$ cat src/hw/rtl/ght_pkg.sv
// Shared constants, types and helper function of the generational handle table.
`default_nettype none

package ght_pkg;

    // Slot storage geometry and handle layout.
    localparam int SLOTS      = 1024;
    localparam int SLOT_W     = $clog2(SLOTS);
    localparam int POS_W      = 11;
    localparam int INDEX_BITS = 24;
    localparam int GEN_BITS   = 8;
    localparam int HANDLE_W   = 32;
    localparam int CMD_W      = 2;
    localparam int CAP_RESET  = 1024;

    typedef enum logic [CMD_W-1:0] {
        CMD_ALLOC   = 2'd0,
        CMD_FREE    = 2'd1,
        CMD_RESOLVE = 2'd2,
        CMD_SCAN    = 2'd3
    } cmd_t;

    // One slot entry as it sits in the slot memory.
    typedef struct packed {
        logic                live;
        logic [GEN_BITS-1:0] gen;
    } entry_t;

    localparam int ENTRY_W = $bits(entry_t);

    // Write request from the engine to the slot memory.
    typedef struct packed {
        logic              we;
        logic [SLOT_W-1:0] addr;
        entry_t            data;
    } ram_wr_t;

    // One result transaction.
    typedef struct packed {
        logic [HANDLE_W-1:0] handle;
        logic                ok;
        logic [SLOT_W-1:0]   slot_index;
        logic [POS_W-1:0]    next_cursor;
    } result_t;

    // Builds a handle: slot plus one in the index field, generation above it.
    function automatic logic [HANDLE_W-1:0] make_handle(
        input logic [SLOT_W-1:0]   slot,
        input logic [GEN_BITS-1:0] gen
    );
        logic [POS_W-1:0] idx;
        idx = POS_W'(slot) + POS_W'(1);
        return HANDLE_W'(idx) | (HANDLE_W'(gen) << INDEX_BITS);
    endfunction

endpackage

`default_nettype wire

$ cat src/hw/rtl/ght_engine.sv
// Command sequencer: clearing pass, slot read-modify-write, live scan and result register.
`default_nettype none

module ght_engine (
    input  wire logic                           clk,
    input  wire logic                           rst_n,
    input  wire logic [ght_pkg::POS_W-1:0]      capacity,
    input  wire logic                           in_valid,
    output logic                                in_stall,
    input  wire logic [ght_pkg::CMD_W-1:0]      cmd,
    input  wire logic [ght_pkg::HANDLE_W-1:0]   handle_in,
    input  wire logic [ght_pkg::SLOT_W-1:0]     alloc_slot,
    input  wire logic                           alloc_ok,
    input  wire logic [ght_pkg::POS_W-1:0]      cursor,
    input  wire logic [ght_pkg::POS_W-1:0]      scan_limit,
    output logic                                out_valid,
    input  wire logic                           out_stall,
    output ght_pkg::result_t                    result,
    output ght_pkg::ram_wr_t                    ram_wr,
    output logic [ght_pkg::SLOT_W-1:0]          ram_raddr,
    input  wire logic [ght_pkg::ENTRY_W-1:0]    ram_rdata
);

    import ght_pkg::*;

    typedef enum logic [4:0] {
        ST_CLEAR = 5'b00001,
        ST_IDLE  = 5'b00010,
        ST_LOOK  = 5'b00100,
        ST_SCAN  = 5'b01000,
        ST_HOLD  = 5'b10000
    } state_t;

    state_t               state_reg, state_next;
    logic [SLOT_W-1:0]    clr_reg, clr_next;
    logic                 out_valid_reg, out_valid_next;
    logic                 chk_valid_reg, chk_valid_next;
    result_t              out_reg, out_next;
    result_t              pend_reg, pend_next;
    cmd_t                 cmd_reg, cmd_next;
    logic [SLOT_W-1:0]    slot_reg, slot_next;
    logic [GEN_BITS-1:0]  hgen_reg, hgen_next;
    logic                 hvalid_reg, hvalid_next;
    logic [POS_W-1:0]     end_reg, end_next;
    logic [POS_W-1:0]     limit_reg, limit_next;
    logic [POS_W-1:0]     iss_reg, iss_next;
    logic [SLOT_W-1:0]    chk_reg, chk_next;

    logic [INDEX_BITS-1:0] idx_c;
    logic                  idx_ok_c;
    logic                  alloc_good_c;
    logic [SLOT_W-1:0]     req_slot_c;
    entry_t                entry_c;
    result_t               res_c;
    logic                  done_c;
    logic                  out_free_c;

    // Decode of the incoming item, used at the accepting edge.
    assign idx_c        = handle_in[INDEX_BITS-1:0];
    assign idx_ok_c     = (idx_c != '0) && (idx_c <= INDEX_BITS'(capacity));
    assign alloc_good_c = alloc_ok && (POS_W'(alloc_slot) < capacity);
    assign req_slot_c   = (cmd_t'(cmd) == CMD_ALLOC) ? alloc_slot
                                                      : SLOT_W'(idx_c - INDEX_BITS'(1));
    assign entry_c      = entry_t'(ram_rdata);
    assign out_free_c   = !out_valid_reg || !out_stall;

    always_comb
    begin
        state_next     = state_reg;
        clr_next       = clr_reg;
        out_valid_next = out_valid_reg;
        chk_valid_next = chk_valid_reg;
        out_next       = out_reg;
        pend_next      = pend_reg;
        cmd_next       = cmd_reg;
        slot_next      = slot_reg;
        hgen_next      = hgen_reg;
        hvalid_next    = hvalid_reg;
        end_next       = end_reg;
        limit_next     = limit_reg;
        iss_next       = iss_reg;
        chk_next       = chk_reg;
        ram_wr         = '0;
        ram_raddr      = iss_reg[SLOT_W-1:0];
        res_c          = '0;
        done_c         = 1'b0;

        unique case (state_reg)
            ST_CLEAR:
            begin
                ram_wr.we   = 1'b1;
                ram_wr.addr = clr_reg;
                clr_next    = clr_reg + SLOT_W'(1);
                if (clr_reg == SLOT_W'(SLOTS - 1))
                begin
                    state_next = ST_IDLE;
                end
            end
            ST_IDLE:
            begin
                ram_raddr = req_slot_c;
                if (in_valid)
                begin
                    cmd_next       = cmd_t'(cmd);
                    slot_next      = req_slot_c;
                    hgen_next      = handle_in[INDEX_BITS +: GEN_BITS];
                    hvalid_next    = (cmd_t'(cmd) == CMD_ALLOC) ? alloc_good_c : idx_ok_c;
                    end_next       = (scan_limit < POS_W'(SLOTS)) ? scan_limit
                                                                  : POS_W'(SLOTS);
                    limit_next     = scan_limit;
                    iss_next       = cursor;
                    chk_valid_next = 1'b0;
                    state_next     = (cmd_t'(cmd) == CMD_SCAN) ? ST_SCAN : ST_LOOK;
                end
            end
            ST_LOOK:
            begin
                done_c = 1'b1;
                unique case (cmd_reg)
                    CMD_ALLOC:
                    begin
                        if (hvalid_reg)
                        begin
                            ram_wr.we         = 1'b1;
                            ram_wr.addr       = slot_reg;
                            ram_wr.data.live  = 1'b1;
                            ram_wr.data.gen   = entry_c.gen;
                            res_c.handle      = make_handle(slot_reg, entry_c.gen);
                            res_c.ok          = 1'b1;
                            res_c.slot_index  = slot_reg;
                        end
                    end
                    CMD_FREE:
                    begin
                        if (hvalid_reg && entry_c.live && (entry_c.gen == hgen_reg))
                        begin
                            ram_wr.we         = 1'b1;
                            ram_wr.addr       = slot_reg;
                            ram_wr.data.live  = 1'b0;
                            ram_wr.data.gen   = entry_c.gen + GEN_BITS'(1);
                            res_c.ok          = 1'b1;
                            res_c.slot_index  = slot_reg;
                        end
                    end
                    CMD_RESOLVE:
                    begin
                        if (hvalid_reg && entry_c.live && (entry_c.gen == hgen_reg))
                        begin
                            res_c.ok         = 1'b1;
                            res_c.slot_index = slot_reg;
                        end
                    end
                    CMD_SCAN:
                    begin
                        // Scans never pass through this state; the result stays null.
                    end
                endcase
            end
            ST_SCAN:
            begin
                if (chk_valid_reg && entry_c.live)
                begin
                    done_c            = 1'b1;
                    res_c.handle      = make_handle(chk_reg, entry_c.gen);
                    res_c.ok          = 1'b1;
                    res_c.slot_index  = chk_reg;
                    res_c.next_cursor = POS_W'(chk_reg) + POS_W'(1);
                end
                else if (iss_reg >= end_reg)
                begin
                    done_c            = 1'b1;
                    res_c.next_cursor = limit_reg;
                end
                else
                begin
                    ram_raddr      = iss_reg[SLOT_W-1:0];
                    chk_next       = iss_reg[SLOT_W-1:0];
                    chk_valid_next = 1'b1;
                    iss_next       = iss_reg + POS_W'(1);
                end
            end
            ST_HOLD:
            begin
                done_c = 1'b1;
                res_c  = pend_reg;
            end
            default:
            begin
                state_next = ST_CLEAR;
            end
        endcase

        if (done_c)
        begin
            if (out_free_c)
            begin
                out_next       = res_c;
                out_valid_next = 1'b1;
                state_next     = ST_IDLE;
            end
            else
            begin
                pend_next  = res_c;
                state_next = ST_HOLD;
            end
        end
        else if (out_valid_reg && !out_stall)
        begin
            out_valid_next = 1'b0;
        end
    end

    always_ff @(posedge clk or negedge rst_n)
    begin
        if (!rst_n)
        begin
            state_reg     <= ST_CLEAR;
            clr_reg       <= '0;
            out_valid_reg <= 1'b0;
            chk_valid_reg <= 1'b0;
        end
        else
        begin
            state_reg     <= state_next;
            clr_reg       <= clr_next;
            out_valid_reg <= out_valid_next;
            chk_valid_reg <= chk_valid_next;
        end
    end

    always_ff @(posedge clk)
    begin
        out_reg    <= out_next;
        pend_reg   <= pend_next;
        cmd_reg    <= cmd_next;
        slot_reg   <= slot_next;
        hgen_reg   <= hgen_next;
        hvalid_reg <= hvalid_next;
        end_reg    <= end_next;
        limit_reg  <= limit_next;
        iss_reg    <= iss_next;
        chk_reg    <= chk_next;
    end

    assign in_stall  = (state_reg != ST_IDLE);
    assign out_valid = out_valid_reg;
    assign result    = out_reg;

endmodule

`default_nettype wire

$ cat config.mk
export PLATFORM = sky130hd
export DESIGN_NAME = ght_engine
export DESIGN_NICKNAME = d
export VERILOG_FILES = /design/src/hw/rtl/ght_pkg.sv /design/src/hw/rtl/ght_engine.sv
export SDC_FILE = /design/constraint.sdc
export NUM_CORES = 1
export LEC_CHECK = 0
export BUFFER_PORTS_ARGS = -buffer_cell sky130_fd_sc_hd__buf_2
export CAP_MARGIN = 20
export CORE_MARGIN = 2
export CORE_UTILIZATION = 50
export DETAILED_ROUTE_END_ITERATION = 8
export PLACE_DENSITY = 0.86
export SLEW_MARGIN = 20
export SYNTH_ARGS = -nofsm -noshare
export SYNTH_HDL_FRONTEND = slang
export SYNTH_SLANG_ARGS = --single-unit
$ cat constraint.sdc
create_clock -name clk -period 4.75 [get_ports clk]
set_input_delay 0.7125 -clock clk [delete_from_list [all_inputs] [get_ports clk]]
set_output_delay 0.7125 -clock clk [all_outputs]
set_load 0.03 [all_outputs]
==> results of run 1 <==
layout make-up:
class | count | area, sq um | share of cell area, %
multi-input cells | 455 | 3216 | 29.96
well taps | 229 | 286.5 | 2.670
repair buffers | 182 | 925.9 | 8.628
clock inverters | 15 | 143.9 | 1.341
flip-flops and latches | 189 | 5592 | 52.10
inverters | 38 | 142.6 | 1.329
clock buffers | 17 | 425.4 | 3.964
worst reg2reg max path, delay by kind of cell, from the launching register on:
| family | cells | cell delay [ns] |
|---|---|---|
| AND/OR/NAND/NOR | 3 | 1.40 |
| buffers and inverters | 2 | 0.99 |
| flip-flops | 1 | 0.43 |
| AO/OA/AOI/OAI | 1 | 0.15 |
routing by layer:
metal / part of all wire (%) / GRT usage, % / vias to the layer above
met4: 3.3 / 8.400 / 0
met5: 0 / 0 / -
met1: 40 / 29.94 / 3147
met3: 7.7 / 4.627 / 53
li1: - / - / 3030
met2: 49 / 37.59 / 345
cell usage after synthesis, drive strengths merged (4+ instances only):
library cell,n,area (sq um)
a31oi,6,37.54
nand4,13,81.33
clkbuf,9,33.78
a221o,18,180.2
and3,25,162.7
nand3,23,115.1
o211ai,4,30.03
xnor2,23,201.4
edfxtp,172,5165
xor2,27,236.5
mux2,6,67.56
dfrtp,16,400.4
and2,4,25.02
ha,40,500.5
a21o,14,105.1
nor3,10,60.06
buf,20,126.4
a21oi,17,85.08
a22o,28,246.5
inv,38,142.6
o31ai,4,35.03
nor4,7,56.30
nor2b,15,93.84
nor2,42,160.2
nand2,58,217.7
o21ai,30,150.1
mux2i,4,40.04
cell families (layout without fill, tap and decap cells):
logic type,Yosys count,in the layout
XOR/XNOR,50,50
AND/OR/NAND/NOR,216,216
buffers and inverters,67,252
multiplexers,10,10
adder cells (fa/ha/maj),40,40
flip-flops,189,189
AO/OA/AOI/OAI,139,139
power by group:
group          leakage [nW]  switching (mW)  internal [mW]
Clock                 0.274           0.618          0.731
Sequential             1.80          0.0498           1.83
Combinational          2.39           0.215          0.155
worst max path at each step:
stage / start / endpoint / slack [ns] / cells after the start
after floorplan: iss_reg[5] / pend_reg[0] / 0.17 / 6
after detailed placement: state_reg[3] / pend_reg[45] / 1.47 / 6
after global placement: state_reg[3] / pend_reg[34] / 1.60 / 6
after global routing: state_reg[4] / ram_raddr[7] / 0.75 / 7
final: state_reg[4] / ram_raddr[8] / 0.98 / 5
after CTS: state_reg[4] / ram_raddr[8] / 1.03 / 5
==> results.json, run 1 <==
{
  "placed_area_sq_um": 10160,
  "dpl.hpwl_mm": 16.36,
  "power_density_nw_per_um2": 335.5,
  "insertedDiodeCount": 0,
  "cts_setup_buffers": 0,
  "finalHoldViolations": 0,
  "rsz0062_at_grt": "false",
  "cpMaxStageDelayCell": "nor3b_2",
  "grt_use_total_pct": 22.72,
  "synthFlopType": "edfxtp_1",
  "power_mw": 3.601,
  "syn-cell-area_sq_um": 9096,
  "synth_compound_area_share_pct": 11.36,
  "synthArstFlopShare_pct": 8.995,
  "maxCapViolations": 0,
  "ctsHtreeMaxLevel": 4,
  "die_x_um": 138.9,
  "critPathArrivalTime_ns": 3.05,
  "synth-edff-count": 172,
  "synth-seq-cells": 189,
  "synth-adder-area-share_pct": 5.502,
  "start_kind": "flip-flop",
  "fmax_mhz": 265.6,
  "ant_nets": 0,
  "cts_num_sinks": 189,
  "post_cts_resized": 0,
  "slew_headroom_pct": 28.56,
  "placedCellCount": 1093,
  "core_area_sq_um": 17900,
  "setup_ws_ns": 0.9849,
  "final_cells": 1125,
  "path_max_fanout": 16,
  "drt-total-wl_mm": 21.75,
  "chipHeight_um": 138.9,
  "cts_tree": "yes",
  "areaGrowthSynthToFinish_pct": 17.98,
  "grt_max_degree": 55,
  "crit_family": "simple AND/OR/NAND/NOR gates",
  "layout_common_cells": "176 x buf_2, 172 x edfxtp_1, 57 x nand2_1, 41 x nor2_1, 40 x ha_1",
  "yosys.area_share.simple_pct": 12.34,
  "antenna_found_initial": 0,
  "overflow": 0,
  "worstPathCellList": "or3_1, nor3b_2, inv_1, o31ai_1, buf_2",
  "synth_top_family_by_area": "simple AND/OR/NAND/NOR gates",
  "period_needed_ns": 3.765,
  "clock_latency_ns": 0.43,
  "drive_gt1_share_pct": 26.34,
  "gp_congestion": 0.8811,
  "crit_path_end_kind": "primary output",
  "r2r_slack_ns": 1.37,
  "final.period_utilization_pct": 79.26,
  "min_path_type": "in -> async",
  "holdWs_ns": 0.1966,
  "ir_drop_v": 0.0003114,
  "initial_core_util_pct": 50.81,
  "fp.dieArea_sq_um": 19290,
  "slew_violations": 0,
  "final_util_pct": 59.95,
  "route.detailed.drc": 0,
  "r2r.worst_path.cells": 6,
  "ctsLongestPathBuffers": 2,
  "status": "finished, final reports clean",
  "r2r-end": "pend_reg[22]",
  "synth-xor-area-share_pct": 4.814,
  "seq_area_frac_synth_pct": 61.47,
  "cp_num_buf_inv": 2,
  "avgSynthCellArea_sq_um": 12.79,
  "clk_pin_slew_ns": 0.07,
  "num_io_pins": 177,
  "syn-num-nets": 842,
  "via_count": 6575,
  "slowest_delay_ns": 0.63,
  "final_nets": 1014,
  "worst_pin_slew_ns": 1.063,
  "nFillCells": 1454,
  "fp-row-count": 49,
  "pre_cts_ws_ns": 1.465,
  "yosys_warnings": 0,
  "criticalPathCategory": "reg -> out",
  "grt_pass1_vias": 6213,
  "tns_ns": 0,
  "skew_ns": 0.008692,
  "muxShareOfSynthArea_pct": 1.183,
  "design_area_sq_um": 10730,
  "cts_made_buffers": 17,
  "final_common_cell": "buf_2",
  "viasPerCell": 5.844,
  "p_leak_nw": 4.467,
  "r2r-start": "state_reg[3]",
  "cts_hold_buf": 0,
  "synthCells": 711,
  "final-setup-viol-count": 0,
  "routedWlPerCell_um": 19.34,
  "grt_pass1_wl_mm": 33.80,
  "crit_required_ns": 4.04,
  "firstDrtPassIters": 6,
  "drt_iter0_markers": 604,
  "cts-root-buf": "clkbuf_16",
  "synth_cell_type_count": 64,
  "io_buffers": 176
}
No activity file was read; power rests on OpenSTA's default activity.
==> inputs of run 2 (changes only) <==
--- a/config.mk
+++ b/config.mk
@@ -8,9 +8,9 @@
 export BUFFER_PORTS_ARGS = -buffer_cell sky130_fd_sc_hd__buf_2
 export CAP_MARGIN = 20
 export CORE_MARGIN = 2
-export CORE_UTILIZATION = 50
+export CORE_UTILIZATION = 53
 export DETAILED_ROUTE_END_ITERATION = 8
-export PLACE_DENSITY = 0.86
+export PLACE_DENSITY = 0.87
 export SLEW_MARGIN = 20
 export SYNTH_ARGS = -nofsm -noshare
 export SYNTH_HDL_FRONTEND = slang
==> constraint.sdc (replaced) <==
create_clock -name clk -period 3.8 [get_ports clk]
set_input_delay 0.57 -clock clk [delete_from_list [all_inputs] [get_ports clk]]
set_output_delay 0.57 -clock clk [all_outputs]
set_load 0.03 [all_outputs]
==> run 2 against run 1 <==
Via count down 2.0%. Sequential power up 25%. Combinational power increased by 25%. Setup slack lost 0.61 ns. Register-to-register slack lost 0.48 ns. Design area is 0.40% higher. Flip-flop and latch count unchanged. Sequential share of layout area fell by 0.21 points.
==> results.json, run 2 (synthesis gave the netlist of run 1 again) <==
{
  "final.period_utilization_pct": 90.01,
  "die_x_um": 135.0,
  "slowest_delay_ns": 0.54,
  "cts_hold_buf": 0,
  "min_path_type": "in -> async",
  "grt_pass1_wl_mm": 32.62,
  "setup_ws_ns": 0.3795,
  "register_area_sq_um": 5592,
  "io_buffers": 176,
  "drt-total-wl_mm": 20.94,
  "final_cells": 1119,
  "critPathArrivalTime_ns": 2.85,
  "worst_pin_slew_ns": 0.9527,
  "power_density_nw_per_um2": 421.9,
  "via_count": 6443,
  "ctsLongestPathBuffers": 2,
  "crit_required_ns": 3.23,
  "layout_common_cells": "176 x buf_2, 172 x edfxtp_1, 57 x nand2_1, 41 x nor2_1, 40 x ha_1",
  "final_util_pct": 64.51,
  "nFillCells": 1267,
  "ctsHtreeMaxLevel": 4,
  "cts-root-buf": "clkbuf_16",
  "status": "finished, final reports clean",
  "maxCapViolations": 0,
  "worstPathCellList": "or3_1, nor3b_4, inv_1, nor2_1, a21oi_1, o31ai_1, buf_2",
  "final_nets": 1017,
  "criticalPathCategory": "reg -> out",
  "placed_area_sq_um": 10190,
  "areaGrowthSynthToFinish_pct": 18.45,
  "overflow": 0,
  "placedCellCount": 1087,
  "skew_ns": 0.009137,
  "clk_pin_slew_ns": 0.07,
  "chipHeight_um": 135.0,
  "cts_made_buffers": 17,
  "cts_tree": "yes",
  "route.detailed.drc": 0,
  "design_area_sq_um": 10770,
  "fmax_mhz": 292.4,
  "multi_input_area_sq_um": 3222,
  "finalHoldViolations": 0,
  "grt_pass1_vias": 6260,
  "fp-row-count": 47,
  "viasPerCell": 5.758,
  "cts_num_sinks": 189,
  "ant_nets": 0,
  "power_mw": 4.546,
  "routedWlPerCell_um": 18.71,
  "dpl.hpwl_mm": 15.51,
  "p_leak_nw": 4.439,
  "r2r.worst_path.cells": 7,
  "crit_path_end_kind": "primary output",
  "ir_drop_v": 0.0003444,
  "start_kind": "flip-flop",
  "final_common_cell": "buf_2",
  "cpMaxStageDelayCell": "dfrtp_1",
  "grt_use_total_pct": 23.59,
  "grt_use_met2_pct": 38.01,
  "pre_cts_ws_ns": 0.6766,
  "insertedDiodeCount": 0,
  "final-setup-viol-count": 0,
  "grtUsageMet1_pct": 31.40,
  "grt_use_met3_pct": 4.279,
  "drt_iter0_markers": 463,
  "core_area_sq_um": 16700,
  "initial_core_util_pct": 54.47,
  "firstDrtPassIters": 5,
  "num_io_pins": 177,
  "path_max_fanout": 16,
  "clock_latency_ns": 0.44,
  "drive_gt1_share_pct": 26.92,
  "holdWs_ns": 0.05152,
  "rsz0062_at_grt": "false",
  "tns_ns": 0,
  "fp.dieArea_sq_um": 18230,
  "antenna_found_initial": 0,
  "gp_congestion": 0.9163,
  "slew_headroom_pct": 36.48,
  "period_needed_ns": 3.421,
  "slew_violations": 0,
  "grt_max_degree": 55,
  "top_usage_layer": "met2"
}
## run 2: final timing paths
| check | start | end | slack, ns |
|---|---|---|---|
| max in group asynchronous | rst_n | state_reg[0] | 3.42 |
| min reg2reg | clr_reg[9] | clr_reg[9] | 0.51 |
| min | rst_n | clr_reg[6] | 0.05 |
| min in group clk | handle_in[25] | hgen_reg[1] | 0.31 |
| max reg2reg | iss_reg[2] | pend_reg[48] | 0.89 |
| max | state_reg[4] | ram_raddr[8] | 0.38 |
## run 2: critical path, delay by kind of cell, from the launching register on
| kind | cells | cell delay (ns) |
|---|---|---|
| flops | 1 | 0.54 |
| simple gates | 3 | 1.13 |
| compound gates | 2 | 0.14 |
| buf+inv | 2 | 0.59 |
## run 2: area by class of cell
cell class                      count  area share (%)
Clock buffer                       18           3.983
Clock inverter                     14           1.417
Tap cell                          220           2.555
Inverter                           38           1.324
Sequential cell                   189           51.90
Multi-Input combinational cell    455           29.90
Timing Repair Buffer              185           8.919
## run 2: layer usage
metal  up-vias  part of all wire (%)  wire length, um
met3        52                   6.8             1422
met2       298                    47             9935
met5         -                     0                0
li1       3034                     -                -
met1      3059                    42             8878
met4         0                   3.3              698
## run 2: what timing repair did
item | CTS | global route
gates resized for setup | 0 | 1
setup endpoints to repair | 0 | 3
endpoints found under the hold margin | 0 | 0
buffers inserted | 0 | 0
## run 2: report_power, final
part / internal, mW / total [mW] / switching (mW)
logic: 0.197 / 0.461 / 0.264
clock network: 0.929 / 1.73 / 0.802
registers: 2.29 / 2.35 / 0.0631
total: 3.42 / 4.55 / 1.13
==> inputs of run 3 (changes only) <==
==> constraint.sdc (replaced) <==
create_clock -name clk -period 3.8 [get_ports clk]
set_input_delay 0.76 -clock clk [delete_from_list [all_inputs] [get_ports clk]]
set_output_delay 0.76 -clock clk [all_outputs]
set_load 0.03 [all_outputs]
==> run 3 against run 2 <==
Clock skew is 0.0026 ns lower. Via count is essentially flat. Design area grew 0.31%. Flip-flop and latch count did not move. Final cell count hardly changed. First-iteration DRC count up 6.9%. Critical path depth unchanged. Wire length increased by 0.69%. Register-to-register slack got worse by 0.07 ns. Count of clock-buffer cells in the layout is 1 lower. Critical endpoint is now ram_raddr[7].
==> results.json, run 3 (synthesis gave the netlist of run 1 again) <==
{
  "status": "finished, final reports clean",
  "final_cells": 1120,
  "criticalPathCategory": "reg -> out",
  "drive_gt1_share_pct": 26.89,
  "critPathArrivalTime_ns": 2.80,
  "insertedDiodeCount": 0,
  "grt_use_total_pct": 23.99,
  "overflow": 0,
  "final.period_utilization_pct": 93.74,
  "cts_hold_buf": 0,
  "clock_latency_ns": 0.43,
  "cts_tree": "yes",
  "cpMaxStageDelayCell": "dfrtp_1",
  "drt_iter0_markers": 495,
  "slowest_delay_ns": 0.53,
  "slew_headroom_pct": 36.53,
  "ctsLongestPathBuffers": 2,
  "maxCapViolations": 0,
  "crit_family": "simple AND/OR/NAND/NOR gates",
  "tns_ns": 0,
  "final-setup-viol-count": 0,
  "ant_nets": 0,
  "final_common_cell": "buf_2",
  "worst_pin_slew_ns": 0.9521,
  "period_needed_ns": 3.562,
  "power_density_nw_per_um2": 428.7,
  "die_x_um": 135.0,
  "fp-row-count": 47,
  "initial_core_util_pct": 54.47,
  "cts_num_sinks": 189,
  "p_leak_nw": 4.452,
  "io_buffers": 176,
  "via_count": 6442,
  "cts_setup_buffers": 0,
  "placedCellCount": 1088,
  "start_kind": "flip-flop",
  "core_area_sq_um": 16700,
  "setup_ws_ns": 0.2377,
  "route.detailed.drc": 0,
  "ir_drop_v": 0.0003548,
  "grt_pass1_wl_mm": 33.18,
  "path_max_fanout": 16,
  "placed_area_sq_um": 10190,
  "pre_cts_ws_ns": 0.5208,
  "worstPathCellList": "or3_1, nor3b_2, inv_1, nor2_1, a21oi_1, o31ai_1, buf_2",
  "slew_violations": 0,
  "power_mw": 4.634,
  "clk_pin_slew_ns": 0.07,
  "layout_common_cells": "176 x buf_2, 172 x edfxtp_1, 57 x nand2_1, 41 x nor2_1, 40 x ha_1",
  "gp_congestion": 0.9034,
  "cp_num_buf_inv": 2,
  "antenna_found_initial": 0,
  "grt_pass1_vias": 6325,
  "skew_ns": 0.006556,
  "crit_required_ns": 3.04,
  "dpl.hpwl_mm": 15.52,
  "post_cts_resized": 0,
  "fmax_mhz": 280.7,
  "finalHoldViolations": 0,
  "areaGrowthSynthToFinish_pct": 18.82,
  "nFillCells": 1296,
  "rsz0062_at_grt": "false",
  "cts_made_buffers": 17,
  "ctsHtreeMaxLevel": 4,
  "design_area_sq_um": 10810,
  "min_path_type": "in -> async",
  "routedWlPerCell_um": 18.82,
  "firstDrtPassIters": 5,
  "num_io_pins": 177,
  "crit_path_end_kind": "primary output",
  "cts-root-buf": "clkbuf_16",
  "viasPerCell": 5.752,
  "drt-total-wl_mm": 21.08,
  "final_nets": 1018,
  "fp.dieArea_sq_um": 18230,
  "grt_max_degree": 55,
  "chipHeight_um": 135.0
}
[run 3: cell types whose count changed in the layout (fill, tap and decap cells not counted)]
cell and delta:
inv_6 -1, clkbuf_1 -1, clkinv_4 -3, nor3b_4 -1, inv_8 -1, nor3b_2 +1
clkinvlp_4 +2, clkinv_1 +2, bufinv_16 +2, buf_4 +1
[run 3: per-stage QoR]
| stage | utilization [%] | hold slack, ns |
|---|---|---|
| floorplan | - | 0.4553 |
| global placement | 61.04 | 0.4794 |
| detailed placement | 61.04 | 0.4834 |
| CTS | 64.71 | 0.2426 |
| global route | 64.71 | 0.2680 |
| finish | 64.71 | 0.2457 |
[run 3: worst paths after layout]
kind                         startpoint            to  slack, ns  cells after the start
max in group asynchronous         rst_n  state_reg[0]       3.24                      1
min                               rst_n    clr_reg[3]       0.25                      1
max reg2reg                  iss_reg[2]  pend_reg[50]       0.82                      7
max                        state_reg[4]  ram_raddr[7]       0.24                      7
min in group clk             clr_reg[9]    clr_reg[9]       0.50                      1
min reg2reg                  clr_reg[9]    clr_reg[9]       0.50                      1
[run 3: layer usage]
metal  GRT usage, %  vias up  wire length, um
met5              0        -                0
met4          10.42        0              696
met3          4.279       53             1483
met2          38.55      315            10010
met1          32.34     3037             8888
li1               -     3037                -
[run 3: power by group]
part           leakage [nW]  internal (mW)  switching, mW
combinational          2.42          0.197          0.266
clock                 0.294           1.05          0.772
sequential             1.74           2.29         0.0613
[run 3: final cells by class]
class / instances / area (sq um) / share of cell area (%)
Inverter: 38 / 142.6 / 1.320
Tap cell: 220 / 275.3 / 2.547
Clock inverter: 15 / 188.9 / 1.748
Timing Repair Buffer: 186 / 968.4 / 8.960
Sequential cell: 189 / 5592 / 51.74
Clock buffer: 17 / 425.4 / 3.936
Multi-Input combinational cell: 455 / 3216 / 29.75
